$ cat config.mk
export PLATFORM = sky130hd
export DESIGN_NAME = utf8_stream_decoder
export DESIGN_NICKNAME = d
export VERILOG_FILES = /design/src/rtl/core/u8sd_pkg.sv /design/src/rtl/core/utf8_stream_decoder.sv
export SDC_FILE = /design/constraint.sdc
export NUM_CORES = 1
export LEC_CHECK = 0
export BUFFER_PORTS_ARGS = -buffer_cell sky130_fd_sc_hd__buf_4
export CAP_MARGIN = 25
export CORE_MARGIN = 2
export CORE_UTILIZATION = 30
export DETAILED_ROUTE_END_ITERATION = 7
export PLACE_DENSITY = 0.5
export SYNTH_ARGS = -nofsm -noshare
export SYNTH_HDL_FRONTEND = slang
export SYNTH_SLANG_ARGS = --single-unit
export TNS_END_PERCENT = 5
$ cat constraint.sdc
create_clock -name clk_i -period 3.25 [get_ports clk_i]
set_input_delay 0.975 -clock clk_i [delete_from_list [all_inputs] [get_ports clk_i]]
set_output_delay 0.975 -clock clk_i [all_outputs]
set_load 0.02 [all_outputs]
$ cat src/rtl/core/u8sd_pkg.sv
// ----------------------------------------------------------------------------
// u8sd_pkg
// Constants shared by the UTF-8 stream decoder: replacement code point,
// byte class masks and the scalar value range limits.
// ----------------------------------------------------------------------------
package u8sd_pkg;

  localparam int unsigned CpWidth   = 21;
  localparam int unsigned ByteWidth = 8;
  // Value bits gathered before the final continuation byte (3 + 6 + 6).
  localparam int unsigned PartWidth = 15;
  // Results per transaction: 0 to 4.
  localparam int unsigned CntWidth  = 3;

  localparam logic [CpWidth-1:0] ReplacementCp = 21'h00FFFD;
  localparam logic [CpWidth-1:0] Min2Byte      = 21'h000080;
  localparam logic [CpWidth-1:0] Min3Byte      = 21'h000800;
  localparam logic [CpWidth-1:0] Min4Byte      = 21'h010000;
  localparam logic [CpWidth-1:0] SurrogateLo   = 21'h00D800;
  localparam logic [CpWidth-1:0] SurrogateHi   = 21'h00DFFF;
  localparam logic [CpWidth-1:0] MaxScalar     = 21'h10FFFF;

  localparam logic [ByteWidth-1:0] ContMask  = 8'hC0;
  localparam logic [ByteWidth-1:0] ContTag   = 8'h80;
  localparam logic [ByteWidth-1:0] Lead2Mask = 8'hE0;
  localparam logic [ByteWidth-1:0] Lead2Tag  = 8'hC0;
  localparam logic [ByteWidth-1:0] Lead3Mask = 8'hF0;
  localparam logic [ByteWidth-1:0] Lead3Tag  = 8'hE0;
  localparam logic [ByteWidth-1:0] Lead4Mask = 8'hF8;
  localparam logic [ByteWidth-1:0] Lead4Tag  = 8'hF0;
  localparam logic [ByteWidth-1:0] ContBits  = 8'h3F;

endpackage

$ cat src/rtl/core/utf8_stream_decoder.sv
// ----------------------------------------------------------------------------
// utf8_stream_decoder
// Decodes a UTF-8 byte stream into code points, substituting U+FFFD for
// malformed, overlong, surrogate and out-of-range sequences.
// ----------------------------------------------------------------------------
//  channel | direction | handshake                  | payload
//  --------+-----------+----------------------------+---------------------------
//  in      | input     | in_valid_i / in_stall_o    | byte_value_i, end_of_text_i
//  out     | output    | out_valid_o / out_stall_i  | code_point_o, replaced_o,
//          |           |                            | last_of_run_o
//
//  Each byte is decoded in the cycle it is accepted; its 0 to 4 results are
//  held in a result register and leave one per cycle unless the output stalls,
//  which holds the current result. A new byte is taken while the last result of
//  the previous byte leaves, so bytes with at most one result each sustain one
//  byte per cycle without stalls; a byte with more results holds off the next
//  until its last result leaves. Reset clears the open sequence and results.
// ----------------------------------------------------------------------------
module utf8_stream_decoder
  import u8sd_pkg::*;
(
  input  logic               clk_i,
  input  logic               rst_ni,
  input  logic               in_valid_i,
  output logic               in_stall_o,
  input  logic [7:0]         byte_value_i,
  input  logic               end_of_text_i,
  output logic               out_valid_o,
  input  logic               out_stall_i,
  output logic [CpWidth-1:0] code_point_o,
  output logic               replaced_o,
  output logic               last_of_run_o
);

  // Sequence state
  logic [1:0]           exp_q, exp_d;
  logic [1:0]           seen_q, seen_d;
  logic [PartWidth-1:0] part_q, part_d;

  // Result register: results left, and the final one of the run
  logic [CntWidth-1:0]  cnt_q, cnt_d;
  logic [CpWidth-1:0]   last_cp_q, last_cp_d;
  logic                 last_rep_q, last_rep_d;

  logic                 in_acc;
  logic                 out_acc;
  logic                 pending;
  logic                 is_cont;
  logic [1:0]           seen_inc;
  logic [CpWidth-1:0]   shifted;
  logic                 bad_seq;
  logic [CntWidth-1:0]  flush_cnt;
  logic [CntWidth-1:0]  res_cnt;

  assign out_valid_o   = (cnt_q != '0);
  assign out_acc       = out_valid_o && !out_stall_i;
  assign last_of_run_o = (cnt_q == CntWidth'(1));
  assign code_point_o  = last_of_run_o ? last_cp_q : ReplacementCp;
  assign replaced_o    = last_of_run_o ? last_rep_q : 1'b1;

  // Take a byte once the result register is empty or its last result leaves
  assign in_stall_o = (cnt_q > CntWidth'(1)) || (last_of_run_o && out_stall_i);
  assign in_acc     = in_valid_i && !in_stall_o;

  assign pending  = (exp_q != 2'd0);
  assign is_cont  = ((byte_value_i & ContMask) == ContTag);
  assign seen_inc = seen_q + 2'd1;
  assign shifted  = {part_q, byte_value_i[5:0]};
  // One replacement for the lead and one per continuation already received
  assign flush_cnt = CntWidth'(seen_q) + CntWidth'(1);

  always_comb begin
    unique case (exp_q)
      2'd1:    bad_seq = (shifted < Min2Byte);
      2'd2:    bad_seq = (shifted < Min3Byte) ||
                         ((shifted >= SurrogateLo) && (shifted <= SurrogateHi));
      default: bad_seq = (shifted < Min4Byte) || (shifted > MaxScalar);
    endcase
  end

  always_comb begin
    exp_d      = exp_q;
    seen_d     = seen_q;
    part_d     = part_q;
    res_cnt    = '0;
    last_cp_d  = ReplacementCp;
    last_rep_d = 1'b1;

    if (pending && is_cont) begin
      if (seen_inc >= exp_q) begin
        // Sequence complete
        res_cnt = CntWidth'(1);
        if (!bad_seq) begin
          last_cp_d  = shifted;
          last_rep_d = 1'b0;
        end
        exp_d  = 2'd0;
        seen_d = 2'd0;
        part_d = '0;
      end else if (end_of_text_i) begin
        res_cnt = CntWidth'(seen_inc) + CntWidth'(1);
        exp_d   = 2'd0;
        seen_d  = 2'd0;
        part_d  = '0;
      end else begin
        seen_d = seen_inc;
        part_d = shifted[PartWidth-1:0];
      end
    end else begin
      // Drop any open sequence, then treat the byte as a lead
      res_cnt = pending ? flush_cnt : '0;
      exp_d   = 2'd0;
      seen_d  = 2'd0;
      part_d  = '0;
      if (!byte_value_i[7]) begin
        res_cnt    = res_cnt + CntWidth'(1);
        last_cp_d  = CpWidth'(byte_value_i);
        last_rep_d = 1'b0;
      end else if ((byte_value_i & Lead2Mask) == Lead2Tag ||
                   (byte_value_i & Lead3Mask) == Lead3Tag ||
                   (byte_value_i & Lead4Mask) == Lead4Tag) begin
        if (end_of_text_i) begin
          res_cnt = res_cnt + CntWidth'(1);
        end else begin
          if ((byte_value_i & Lead2Mask) == Lead2Tag) begin
            exp_d  = 2'd1;
            part_d = PartWidth'(byte_value_i[4:0]);
          end else if ((byte_value_i & Lead3Mask) == Lead3Tag) begin
            exp_d  = 2'd2;
            part_d = PartWidth'(byte_value_i[3:0]);
          end else begin
            exp_d  = 2'd3;
            part_d = PartWidth'(byte_value_i[2:0]);
          end
        end
      end else begin
        res_cnt = res_cnt + CntWidth'(1);
      end
    end
  end

  always_comb begin
    cnt_d = cnt_q;
    if (out_acc) begin
      cnt_d = cnt_q - CntWidth'(1);
    end
    if (in_acc) begin
      cnt_d = res_cnt;
    end
  end

  always_ff @(posedge clk_i or negedge rst_ni) begin
    if (!rst_ni) begin
      exp_q  <= 2'd0;
      seen_q <= 2'd0;
      part_q <= '0;
      cnt_q  <= '0;
    end else begin
      cnt_q <= cnt_d;
      if (in_acc) begin
        exp_q  <= exp_d;
        seen_q <= seen_d;
        part_q <= part_d;
      end
    end
  end

  always_ff @(posedge clk_i) begin
    if (in_acc) begin
      last_cp_q  <= last_cp_d;
      last_rep_q <= last_rep_d;
    end
  end

endmodule

==> out/results.md, run 1 <==
| Group | Parameter | This run |
|:---|:---|:---|
| global route | GRT met3 Usage | 0.0285 |
| synth | Most instantiated library cell after synthesis | sky130_fd_sc_hd__nor2_1 |
| synth | Total nets after synthesis | 259 |
| critical path | Buffers & Inverters on Critical Path | 3 |
| sta | Worst max-slew margin expressed relative to the limit | 0.468 |
| global route | Number of global-route vias before repair | 1757 |
| drt | Routed wire length per instance | 15.0 µm |
| sta | Number of slew-limit violations in the final report | 0 |
| global route | Number of antenna violations at the first check in global routing | 0 |
| placement | Global placement routability congestion | 0.833 |
| drt | Final wirelength | 5660 µm |
| synth | Warnings from Yosys | 0 |
| die | Starting density of the core | 0.307 |
| critical path | Longest individual stage delay on the worst path | 0.38 ns |
| cells and area | Register Area | 1210 µm² |
| critical path | Crit Path Max Fanout | 23 |
| synth | Post-synthesis adder-cell area fraction | 0.0551 |
| critical path | CP cell instances | inv_1, ha_1, nor2b_1, buf_4, and2_1, buf_4 |
| critical path | Critical Path Source Type | flip-flop |
| global route | Met2 usage in global routing | 0.219 |
| cells and area | Final std cells w/o fill | 377 |
| drt | Average via count per standard cell | 4.99 |
| clock tree | Clock sinks | 44 |
| synth | Leading cell types by total area after synthesis | sky130_fd_sc_hd__edfxtp_1 26%, sky130_fd_sc_hd__dfrtp_1 22%, sky130_fd_sc_hd__ha_1 5.5% |
| critical path | Number of cells on the worst reg-to-reg path | 8 |
| critical path | Capturing element type of the critical path | primary output |
| critical path | Data arrival time of the worst path | 1.68 ns |
| synth | Share of the synthesized netlist area taken by xor and xnor gates | 0.0140 |
| worst hold path | Worst hold-check path type | in -> async |
| cells and area | Number of diodes | 0 |
| critical path | Worst path top cell family by delay | buffers and inverters |
| clock tree | Clock Path Buffers | 2 |
| synth | Synth cell count leaders | 28 x sky130_fd_sc_hd__nor2_1, 22 x sky130_fd_sc_hd__dfrtp_1, 22 x sky130_fd_sc_hd__edfxtp_1, 19 x sky130_fd_sc_hd__nand2b_1, 16 x sky130_fd_sc_hd__a31oi_1 |
| synth | Most instantiated flip-flop cell in the synthesis netlist | sky130_fd_sc_hd__edfxtp_1 |
| critical path | Library cell contributing the largest single delay on the critical path | sky130_fd_sc_hd__dfrtp_1 |
| global route | GRT met1 Usage | 0.183 |
| sta | Unrepaired setup endpoints after global routing | no |
| sta | Final worst-path cycle share | 0.818 |
| drt | DRT iter0 DRCs | 105 |
| pwr | Maximum vdd drop | 0.263 mV |
| global route | Largest net degree at the start of global routing | 24 |
| die | Overall die width | 95.2 µm |
| synth | Part of the Yosys area used for sequential elements | 0.485 |
| placement | DP HPWL | 4260 µm |
| critical path | Critical register-to-register path startpoint | seen_q[0] |
| pwr | Pleak | 1.24 nW |
| synth | Synthesized-area fraction occupied by ao, oa, aoi and oai cells | 0.169 |
| global route | Global Route Usage Sum | 0.136 |
| clock tree | Number of clock buffers inserted by TritonCTS | 5 |
| drt | Number of iterations in the first detailed-routing pass | 4 |
| sta | Endpoints failing setup | 0 |
| synth | Number of unique standard cell types used by synthesis | 49 |
| critical path | Worst setup path start | cnt_q[1] |
| sta | Setup tns final | 0 ns |
| die | Total Die Area | 9070 µm² |
| synth | Yosys top cell by area | sky130_fd_sc_hd__edfxtp_1 |
| placement | Count of input and output buffers | 37 |
| cells and area | Fraction of final layout cells with drive strength greater than 1 | 0.246 |
| outcome | Status | finished, final reports clean |
| job | Maximum Capacitance Violations | 0 |
| synth | Simple-gate area share of the yosys netlist | 0.208 |
| cells and area | NumNets Final | 295 |
| clock tree | Root cell of the clock tree | sky130_fd_sc_hd__clkbuf_8 |
| critical path | Library cell appearing most often on the critical path | sky130_fd_sc_hd__buf_4 |
| synth | Mux share of post-synthesis cell area | 0.0185 |
| critical path | Worst path depth | 6 |
| critical path | Worst path required time | 2.27 ns |
| clock tree | Post-cts gate resize count | 0 |
| synth | Yosys reg bits | 44 |
| global route | Global routing's busiest layer | met2 |
| synth | Largest family of logic cells by synthesized area | simple AND/OR/NAND/NOR gates |
| synth | Async set or reset register ratio after synthesis | 0.500 |
| clock tree | Number of buffers inserted to repair setup after CTS | 0 |
| pwr | Cell area power density | 767 nW/µm² |
| sta | Worst Clk Skew | 0.00953 ns |
| synth | Cell count after synthesis | 235 |
| cells and area | Area of combinational cells with multiple inputs | 1160 µm² |
| clock tree | Clock insertion delay at the later pin of the skew report | 0.30 ns |
| die | Rows | 33 |
| sta | Final worst path period need | 2.66 ns |
| critical path | Reg-to-reg slack, setup | 0.65 ns |
| die | Io pins | 38 |
| clock tree | TritonCTS clock tree | done |
| synth | Mean post-synth cell area | 10.6 µm² |
| die | Die Y | 95.2 µm |
| global route | Wire length of the first global-routing pass | 9270 µm |
| clock tree | Clk slew on worst S/H paths | 0.09 ns |
| synth | Count of flip-flops with a built-in enable after synthesis | 22 |
| clock tree | Post-CTS Hold Fix Bufs | 0 |
| sta | Number of hold violations in the final report | 0 |
| cells and area | Area growth from synthesis to final layout | 19.4% |
| cells and area | Filler cell count in the final layout | 806 |
| placement | Cell count after placement | 369 |
| drt | Number of remaining DRC errors | 0 |
| global route | Total overflow reported by the global router | 0 |
| sta | Highest clock rate | 376 MHz |
| synth | Top cell type's share of synthesized area | 0.265 |
| drt | DR vias | 1883 |
| synth | Cell area after technology mapping | 2500 µm² |
| critical path | Worst flop-to-flop path endpoint | last_cp_q[4] |
| clock tree | # H-tree levels | 2 |
| sta | Transition time of the tightest slew-check pin | 0.798 ns |
| die | Core box area | 8130 µm² |
| drt | Post-DRT Antenna Nets | 0 |
| critical path | CP endpoint | code_point_o[18] |
| critical path | Critical setup path kind | reg -> out |
## registers in the layout, indices dropped and copies added, names as in the netlist
signal,cells
last_cp_q,21
seen_q,2
last_rep_q,1
cnt_q,3
part_q,15
exp_q,2
## final cells by class
class                           instances  share of cell area
Multi-Input combinational cell        166               0.389
Sequential cell                        44               0.406
Clock inverter                          3              0.0155
Inverter                               11              0.0138
Timing Repair Buffer                   43               0.108
Tap cell                              105              0.0440
Clock buffer                            5              0.0231
## how the worst min path moves through the flow
stage	start	slack (ns)	to
after floorplan	part_q[13]	0.49	part_q[13]
after global placement	part_q[13]	0.52	part_q[13]
after detailed placement	part_q[11]	0.52	part_q[11]
after CTS	part_q[11]	0.54	part_q[11]
after global routing	rst_ni	0.56	part_q[3]
final	rst_ni	0.54	seen_q[0]
## metrics by stage
step	power, mW	utilization	area [µm²]	worst slack, ns	hold slack, ns
after floorplan	1.51	-	2500	0.722	0.492
after global placement	1.87	0.353	2870	0.482	0.521
after detailed placement	1.88	0.353	2870	0.476	0.521
after CTS	2.32	0.367	2980	0.577	0.541
after global routing	2.45	0.367	2980	0.418	0.559
final	2.29	0.367	2980	0.593	0.538
## layout by cell type (no fill, tap or decap), types with 4 or more instances in the layout
cell / count
sky130_fd_sc_hd__a21oi_1: 6
sky130_fd_sc_hd__a22o_1: 4
sky130_fd_sc_hd__a22o_2: 10
sky130_fd_sc_hd__a31oi_1: 16
sky130_fd_sc_hd__and2_1: 9
sky130_fd_sc_hd__and4_1: 5
sky130_fd_sc_hd__buf_4: 43
sky130_fd_sc_hd__clkbuf_8: 5
sky130_fd_sc_hd__dfrtp_1: 22
sky130_fd_sc_hd__edfxtp_1: 22
sky130_fd_sc_hd__ha_1: 11
sky130_fd_sc_hd__inv_1: 10
sky130_fd_sc_hd__nand2_1: 4
sky130_fd_sc_hd__nand2b_1: 19
sky130_fd_sc_hd__nand3_1: 4
sky130_fd_sc_hd__nor2_1: 28
sky130_fd_sc_hd__nor2b_1: 4
sky130_fd_sc_hd__o21ai_0: 5
## cell families (layout without fill, tap and decap cells)
family                     Yosys count  after routing
xor gates and xnor gates             4              4
buffers and inverters               25             62
DFF                                 44             44
and+or+nand+nor                     93             93
muxes                                4              4
AOI/OAI and AO/OA                   54             54
adders and majority gates           11             11
## layer usage
layer / vias to the layer above / share of wire
li1: 933 / -
met1: 902 / 0.47
met2: 46 / 0.48
met3: 2 / 0.042
met4: 0 / 0.0085
met5: - / 0
## power by group
group | internal, mW | switching, mW | leakage (nW)
Clock | 0.232 | 0.202 | 0.0548
Combinational | 0.420 | 0.643 | 0.687
Sequential | 0.713 | 0.0781 | 0.497
Power figures use the tool's default switching activity.
==> run 2: changes to the inputs <==
--- a/config.mk
+++ b/config.mk
@@ -5,12 +5,13 @@
 export SDC_FILE = /design/constraint.sdc
 export NUM_CORES = 1
 export LEC_CHECK = 0
+export ABC_AREA = 1
 export BUFFER_PORTS_ARGS = -buffer_cell sky130_fd_sc_hd__buf_4
 export CAP_MARGIN = 25
 export CORE_MARGIN = 2
 export CORE_UTILIZATION = 30
 export DETAILED_ROUTE_END_ITERATION = 7
-export PLACE_DENSITY = 0.5
+export PLACE_DENSITY = 0.51
 export SYNTH_ARGS = -nofsm -noshare
 export SYNTH_HDL_FRONTEND = slang
 export SYNTH_SLANG_ARGS = --single-unit
==> constraint.sdc (replaced) <==
create_clock -name clk_i -period 2.4 [get_ports clk_i]
set_input_delay 0.72 -clock clk_i [delete_from_list [all_inputs] [get_ports clk_i]]
set_output_delay 0.72 -clock clk_i [all_outputs]
set_load 0.02 [all_outputs]
==> out/results.md, run 2 <==
| Group | Parameter | This run |
|:---|:---|:---|
| critical path | Capturing element type of the critical path | primary output |
| pwr | Cell area power density | 1030 nW/µm² |
| global route | Largest net degree at the start of global routing | 26 |
| drt | Number of remaining DRC errors | 0 |
| critical path | Worst flop-to-flop path endpoint | last_cp_q[14] |
| sta | Highest clock rate | 442 MHz |
| cells and area | Most common cell after layout, fill and taps aside | sky130_fd_sc_hd__nand2_1 |
| clock tree | Post-CTS Hold Fix Bufs | 0 |
| synth | Yosys reg bits | 44 |
| global route | Global Route Usage Sum | 0.127 |
| critical path | Crit Path Max Fanout | 13 |
| placement | Global placement routability congestion | 0.844 |
| synth | Count of flip-flops with a built-in enable after synthesis | 22 |
| cells and area | Largest registers | last_cp_q: 21 flops, part_q: 15 flops, cnt_q: 3 flops |
| clock tree | Number of buffers inserted to repair setup after CTS | 0 |
| sta | Transition time of the tightest slew-check pin | 0.310 ns |
| cells and area | Number of diodes | 0 |
| clock tree | Clock Path Buffers | 2 |
| sta | Number of slew-limit violations in the final report | 0 |
| critical path | Number of cells on the worst reg-to-reg path | 10 |
| placement | Count of input and output buffers | 37 |
| sta | Endpoints failing setup | 0 |
| cells and area | Most used cells in the layout excluding fill and tap cells | 51 x sky130_fd_sc_hd__nand2_1, 43 x sky130_fd_sc_hd__inv_1, 41 x sky130_fd_sc_hd__buf_4 |
| clock tree | Clk slew on worst S/H paths | 0.09 ns |
| critical path | Data arrival time of the worst path | 1.54 ns |
| synth | Most instantiated library cell after synthesis | sky130_fd_sc_hd__nand2_1 |
| critical path | Critical register-to-register path startpoint | seen_q[1] |
| pwr | Relative contribution of the clock network to total power | 0.200 |
| clock tree | Number of clock buffers inserted by TritonCTS | 5 |
| cells and area | Most flops, register | last_cp_q |
| placement | DP HPWL | 3870 µm |
| cells and area | Final std cells w/o fill | 417 |
| synth | Yosys top cell by area | sky130_fd_sc_hd__edfxtp_1 |
| global route | Number of global-route vias before repair | 1803 |
| critical path | CP endpoint | code_point_o[10] |
| clock tree | Root cell of the clock tree | sky130_fd_sc_hd__clkbuf_8 |
| sta | Worst max-slew margin expressed relative to the limit | 0.793 |
| placement | Cell count after placement | 408 |
| sta | Worst Clk Skew | 0.00756 ns |
| drt | DRT iter0 DRCs | 76 |
| pwr | Pleak | 1.32 nW |
| synth | Mean post-synth cell area | 8.96 µm² |
| synth | Post-synthesis adder-cell area fraction | 0.0565 |
| synth | Largest family of logic cells by synthesized area | simple AND/OR/NAND/NOR gates |
| synth | Warnings from Yosys | 0 |
| sta | Final worst-path cycle share | 0.943 |
| sta | Final worst path period need | 2.26 ns |
| sta | Setup tns final | 0 ns |
| synth | Async set or reset register ratio after synthesis | 0.500 |
| critical path | Worst path required time | 1.68 ns |
| global route | Total overflow reported by the global router | 0 |
| drt | DR vias | 1870 |
| synth | Total nets after synthesis | 296 |
| clock tree | Clock sinks | 44 |
| synth | Cell area after technology mapping | 2440 µm² |
| synth | Part of the Yosys area used for sequential elements | 0.497 |
| die | Starting density of the core | 0.312 |
| sta | Number of hold violations in the final report | 0 |
| pwr | Reg power frac | 0.344 |
| die | Overall die width | 94.1 µm |
| worst hold path | Worst hold-check path type | in -> async |
| synth | Cell count after synthesis | 272 |
| synth | Share of the synthesized netlist area taken by xor and xnor gates | 0.00719 |
| clock tree | # H-tree levels | 2 |
| cells and area | Filler cell count in the final layout | 801 |
| critical path | Reg-to-reg slack, setup | 0.25 ns |
| die | Io pins | 38 |
| pwr | Power after layout | 3.06 mW |
| critical path | Critical Path Source Type | flip-flop |
| synth | Top cell type's share of synthesized area | 0.271 |
| cells and area | Area growth from synthesis to final layout | 21.8% |
| die | Rows | 32 |
| clock tree | TritonCTS clock tree | done |
| synth | Mux share of post-synthesis cell area | 0 |
| drt | Average via count per standard cell | 4.48 |
| critical path | Critical setup path kind | reg -> out |
| pwr | Internal power | 1.83 mW |
| pwr | Combinational share of power | 0.456 |
| synth | Synth cell count leaders | 51 x sky130_fd_sc_hd__nand2_1, 44 x sky130_fd_sc_hd__inv_1, 22 x sky130_fd_sc_hd__dfrtp_1, 22 x sky130_fd_sc_hd__edfxtp_1, 19 x sky130_fd_sc_hd__nor2_1 |
| synth | Simple-gate area share of the yosys netlist | 0.240 |
| pwr | Switching fraction of total power | 0.400 |
| die | Die Y | 94.1 µm |
| critical path | Worst setup path start | cnt_q[1] |
| clock tree | Post-cts gate resize count | 0 |
| drt | Final wirelength | 5520 µm |
| die | Total Die Area | 8860 µm² |
| job | Maximum Capacitance Violations | 0 |
| synth | Synthesized-area fraction occupied by ao, oa, aoi and oai cells | 0.102 |
| cells and area | Fraction of final layout cells with drive strength greater than 1 | 0.276 |
| global route | Number of antenna violations at the first check in global routing | 0 |
| drt | Number of iterations in the first detailed-routing pass | 4 |
| global route | Wire length of the first global-routing pass | 8740 µm |
| synth | Leading cell types by total area after synthesis | sky130_fd_sc_hd__edfxtp_1 27%, sky130_fd_sc_hd__dfrtp_1 23%, sky130_fd_sc_hd__nand2_1 7.9% |
| drt | Post-DRT Antenna Nets | 0 |
| cells and area | NumNets Final | 338 |
| clock tree | Clock insertion delay at the later pin of the skew report | 0.30 ns |
| synth | Number of unique standard cell types used by synthesis | 33 |
| outcome | Status | finished, final reports clean |
| die | Core box area | 7810 µm² |
| synth | Most instantiated flip-flop cell in the synthesis netlist | sky130_fd_sc_hd__edfxtp_1 |
| pwr | Reported net switching power | 1.22 mW |
| cells and area | Number of flip-flops in the largest register | 21 |
| pwr | Maximum vdd drop | 0.488 mV |
| sta | Unrepaired setup endpoints after global routing | no |
| drt | Routed wire length per instance | 13.2 µm |
[run 2: logic make-up (layout without fill, tap and decap cells)]
group / Yosys count / count (layout)
buffers and inverters: 57 / 99
AND/OR/NAND/NOR: 119 / 120
AO/OA/AOI/OAI: 39 / 39
flip-flops: 44 / 44
adder cells (fa/ha/maj): 11 / 11
XOR/XNOR: 2 / 2
[run 2: worst min path at each step]
stage	to	depth (start not counted)
6_report	cnt_q[1]	1
3_5_place_dp	seen_q[1]	2
2_1_floorplan	cnt_q[0]	0
3_3_place_gp	seen_q[1]	2
4_1_cts	part_q[13]	1
5_1_grt	cnt_q[2]	1
[run 2: power by group through the flow]
stage | Clock [mW] | Combinational, mW | Sequential, mW
6_report | 0.611 | 1.39 | 1.05
5_1_grt | 0.654 | 1.58 | 1.07
4_1_cts | 0.629 | 1.36 | 1.05
3_5_place_dp | 0 | 1.35 | 1.07
3_3_place_gp | 0 | 1.34 | 1.06
2_1_floorplan | 0 | 0.940 | 1.05
[run 2: worst max-delay path, cell delays in order (launching register included)]
cell and delay, ns:
sky130_fd_sc_hd__dfrtp_1 0.38, sky130_fd_sc_hd__inv_2 0.10, sky130_fd_sc_hd__ha_4 0.18, sky130_fd_sc_hd__nand2_4 0.11, sky130_fd_sc_hd__or2_2 0.30, sky130_fd_sc_hd__buf_4 0.16
[run 2: cell type report]
type	count	area [µm²]	share of cell area
sequential	44	1210	0.408
multi-input combinational	172	1010	0.341
timing repair buffer	41	308	0.104
inverter	50	189	0.0637
tap	102	128	0.0430
clock buffer	6	82.6	0.0278
clock inverter	2	38.8	0.0131
[run 2: through the flow]
| stage | utilization | cell area, µm² | hold WS [ns] | worst slack [ns] |
|---|---|---|---|---|
| final | 0.380 | 2970 | 0.296 | 0.137 |
| after global routing | 0.380 | 2970 | 0.308 | 0.0385 |
| after CTS | 0.377 | 2940 | 0.301 | 0.00404 |
| after detailed placement | 0.362 | 2820 | 0.526 | 0.269 |
| after global placement | 0.362 | 2820 | 0.503 | 0.331 |
| after floorplan | - | 2440 | 0.424 | 0.286 |
[run 2: per-layer routing]
| metal | share of wire | wire [µm] | global-route usage |
|---|---|---|---|
| met5 | 0 | 0 | 0 |
| met4 | 0.014 | 77 | 0.0386 |
| met3 | 0.043 | 239 | 0.0321 |
| met2 | 0.48 | 2620 | 0.208 |
| met1 | 0.47 | 2580 | 0.164 |
==> run 3: changes to the inputs <==
--- a/config.mk
+++ b/config.mk
@@ -11,7 +11,8 @@
 export CORE_MARGIN = 2
 export CORE_UTILIZATION = 30
 export DETAILED_ROUTE_END_ITERATION = 7
-export PLACE_DENSITY = 0.51
+export PLACE_DENSITY = 0.5
+export SLEW_MARGIN = 0
 export SYNTH_ARGS = -nofsm -noshare
 export SYNTH_HDL_FRONTEND = slang
 export SYNTH_SLANG_ARGS = --single-unit
==> constraint.sdc (replaced) <==
create_clock -name clk_i -period 2.75 [get_ports clk_i]
set_input_delay 0.825 -clock clk_i [delete_from_list [all_inputs] [get_ports clk_i]]
set_output_delay 0.825 -clock clk_i [all_outputs]
set_load 0.02 [all_outputs]
==> out/results.md, run 3 (same netlist as run 2, synthesis figures left out) <==
| Group | Parameter | This run |
|:---|:---|:---|
| placement | DP HPWL | 3750 µm |
| pwr | Reported net switching power | 1.00 mW |
| pwr | Combinational share of power | 0.435 |
| clock tree | Clock sinks | 44 |
| pwr | Reg power frac | 0.346 |
| critical path | CP cell instances | inv_1, ha_1, nand2_4, or2_2, buf_4 |
| sta | Highest clock rate | 407 MHz |
| clock tree | Clock Path Buffers | 2 |
| drt | Highest routed layer | met4 |
| cells and area | Final standard cell utilization of the core | 0.377 |
| critical path | Worst path required time | 1.93 ns |
| drt | Routed wire length per instance | 11.9 µm |
| cells and area | Most common cell after layout, fill and taps aside | sky130_fd_sc_hd__nand2_1 |
| critical path | Data arrival time of the worst path | 1.63 ns |
| pwr | Cell area power density | 901 nW/µm² |
| critical path | Critical setup path kind | reg -> out |
| sta | Transition time of the tightest slew-check pin | 0.299 ns |
| drt | DR vias | 1770 |
| pwr | Switching fraction of total power | 0.379 |
| cells and area | Most flops, register | last_cp_q |
| cells and area | Area growth from synthesis to final layout | 20.6% |
| global route | Number of antenna violations at the first check in global routing | 0 |
| cells and area | Fraction of final layout cells with drive strength greater than 1 | 0.260 |
| die | Die Y | 94.1 µm |
| sta | Number of hold violations in the final report | 0 |
| clock tree | Number of clock buffers inserted by TritonCTS | 5 |
| outcome | Status | finished, final reports clean |
| drt | Metal-1 WL | 2500 µm |
| placement | Global placement routability congestion | 0.776 |
| clock tree | Post-CTS Hold Fix Bufs | 0 |
| sta | Unrepaired setup endpoints after global routing | no |
| sta | Final worst-path cycle share | 0.894 |
| die | Overall die width | 94.1 µm |
| cells and area | NumNets Final | 335 |
| pwr | Internal power | 1.64 mW |
| pwr | Relative contribution of the clock network to total power | 0.219 |
| sta | Number of slew-limit violations in the final report | 0 |
| critical path | Crit Path Max Fanout | 25 |
| clock tree | Clock insertion delay at the later pin of the skew report | 0.30 ns |
| cells and area | Filler cell count in the final layout | 808 |
| cells and area | Number of flip-flops in the largest register | 21 |
| sta | Worst max-slew margin expressed relative to the limit | 0.801 |
| job | Maximum Capacitance Violations | 0 |
| cells and area | Number of diodes | 0 |
| die | Io pins | 38 |
| drt | DRT iter0 DRCs | 70 |
| drt | Number of iterations in the first detailed-routing pass | 4 |
| global route | Largest net degree at the start of global routing | 26 |
| critical path | Longest individual stage delay on the worst path | 0.36 ns |
| critical path | Critical Path Source Type | flip-flop |
| die | Rows | 32 |
| cells and area | Most used cells in the layout excluding fill and tap cells | 51 x sky130_fd_sc_hd__nand2_1, 44 x sky130_fd_sc_hd__inv_1, 39 x sky130_fd_sc_hd__buf_4 |
| clock tree | Root cell of the clock tree | sky130_fd_sc_hd__clkbuf_8 |
| clock tree | Post-cts gate resize count | 0 |
| sta | Endpoints failing setup | 0 |
| drt | Final wirelength | 4920 µm |
| global route | Number of global-route vias before repair | 1688 |
| global route | Wire length of the first global-routing pass | 8370 µm |
| global route | Global Route Usage Sum | 0.121 |
| pwr | Maximum vdd drop | 0.320 mV |
| clock tree | TritonCTS clock tree | done |
| drt | Number of remaining DRC errors | 0 |
| die | Core box area | 7810 µm² |
| drt | Average via count per standard cell | 4.28 |
| global route | Total overflow reported by the global router | 0 |
| critical path | Capturing element type of the critical path | primary output |
| sta | Final worst path period need | 2.46 ns |
| clock tree | Clk slew on worst S/H paths | 0.08 ns |
| drt | Post-DRT Antenna Nets | 0 |
| drt | Detailed-routed wire length on met3 | 164 µm |
| die | Starting density of the core | 0.312 |
| worst hold path | Worst hold-check path type | in -> async |
| placement | Count of input and output buffers | 37 |
| cells and area | Largest registers | last_cp_q: 21 flops, part_q: 15 flops, cnt_q: 3 flops |
| die | Total Die Area | 8860 µm² |
| clock tree | # H-tree levels | 2 |
| drt | Met2 Routed Length | 2200 µm |
| clock tree | Number of buffers inserted to repair setup after CTS | 0 |
| sta | Worst Clk Skew | 0.00731 ns |
| critical path | Library cell contributing the largest single delay on the critical path | sky130_fd_sc_hd__dfrtp_1 |
| sta | Setup tns final | 0 ns |
| pwr | Pleak | 1.31 nW |
## run 3: changes by cell type in the layout (fill, tap and decap cells not counted), sizes merged
cell | before | now
buf | 41 | 39
bufinv | 1 | 2
nand2 | 57 | 56
clkinv | 4 | 3
## run 3: area by class of cell
class | count | area (µm²) | area share
clock buffers | 6 | 72.6 | 0.0247
flip-flops and latches | 44 | 1210 | 0.412
clock inverters | 2 | 60.1 | 0.0204
well taps | 102 | 128 | 0.0434
repair buffers | 39 | 293 | 0.0996
multi-input cells | 171 | 987 | 0.336
inverters | 50 | 189 | 0.0643
## run 3: path summary, 6_finish.rpt
path | slack (ns) | depth (start not counted) | startpoint | end
max in group asynchronous | 2.10 | 1 | rst_ni | part_q[8]
min | 0.41 | 1 | rst_ni | cnt_q[0]
min in group clk_i | 0.55 | 2 | seen_q[1] | seen_q[1]
max | 0.29 | 5 | cnt_q[1] | code_point_o[14]
min reg2reg | 0.55 | 2 | seen_q[1] | seen_q[1]
max reg2reg | 0.47 | 11 | seen_q[0] | last_cp_q[4]
## run 3: routing by layer
metal	vias up	track usage
met1	783	0.167
met4	0	0.0435
met2	30	0.190
li1	951	-
met5	-	0
met3	6	0.0209
## run 3: power by group through the flow
stage               Combinational (mW)  Clock (mW)  Sequential (mW)
floorplan                        0.821           0            0.917
global route                      1.30       0.613            0.931
CTS                               1.17       0.593            0.917
finish                            1.15       0.580            0.916
global placement                  1.17           0            0.930
detailed placement                1.17           0            0.931
## run 3: stage by stage
stage	setup slack [ns]	power (mW)	cell area, µm²	cells	hold slack, ns
6_report	0.291	2.65	2940	414	0.408
5_1_grt	0.169	2.85	2940	414	0.411
4_1_cts	0.254	2.68	2940	414	0.409
3_5_place_dp	0.462	2.10	2810	406	0.521
3_3_place_gp	0.488	2.10	2810	406	0.526
2_1_floorplan	0.636	1.74	2440	272	0.482
## run 3: worst max-delay path, delay by kind of cell, from the launching register on
kind / cells / cell delay (ns)
flip-flops: 1 / 0.36
AND/OR/NAND/NOR: 2 / 0.46
adder cells (fa/ha/maj): 1 / 0.21
buffers and inverters: 2 / 0.29
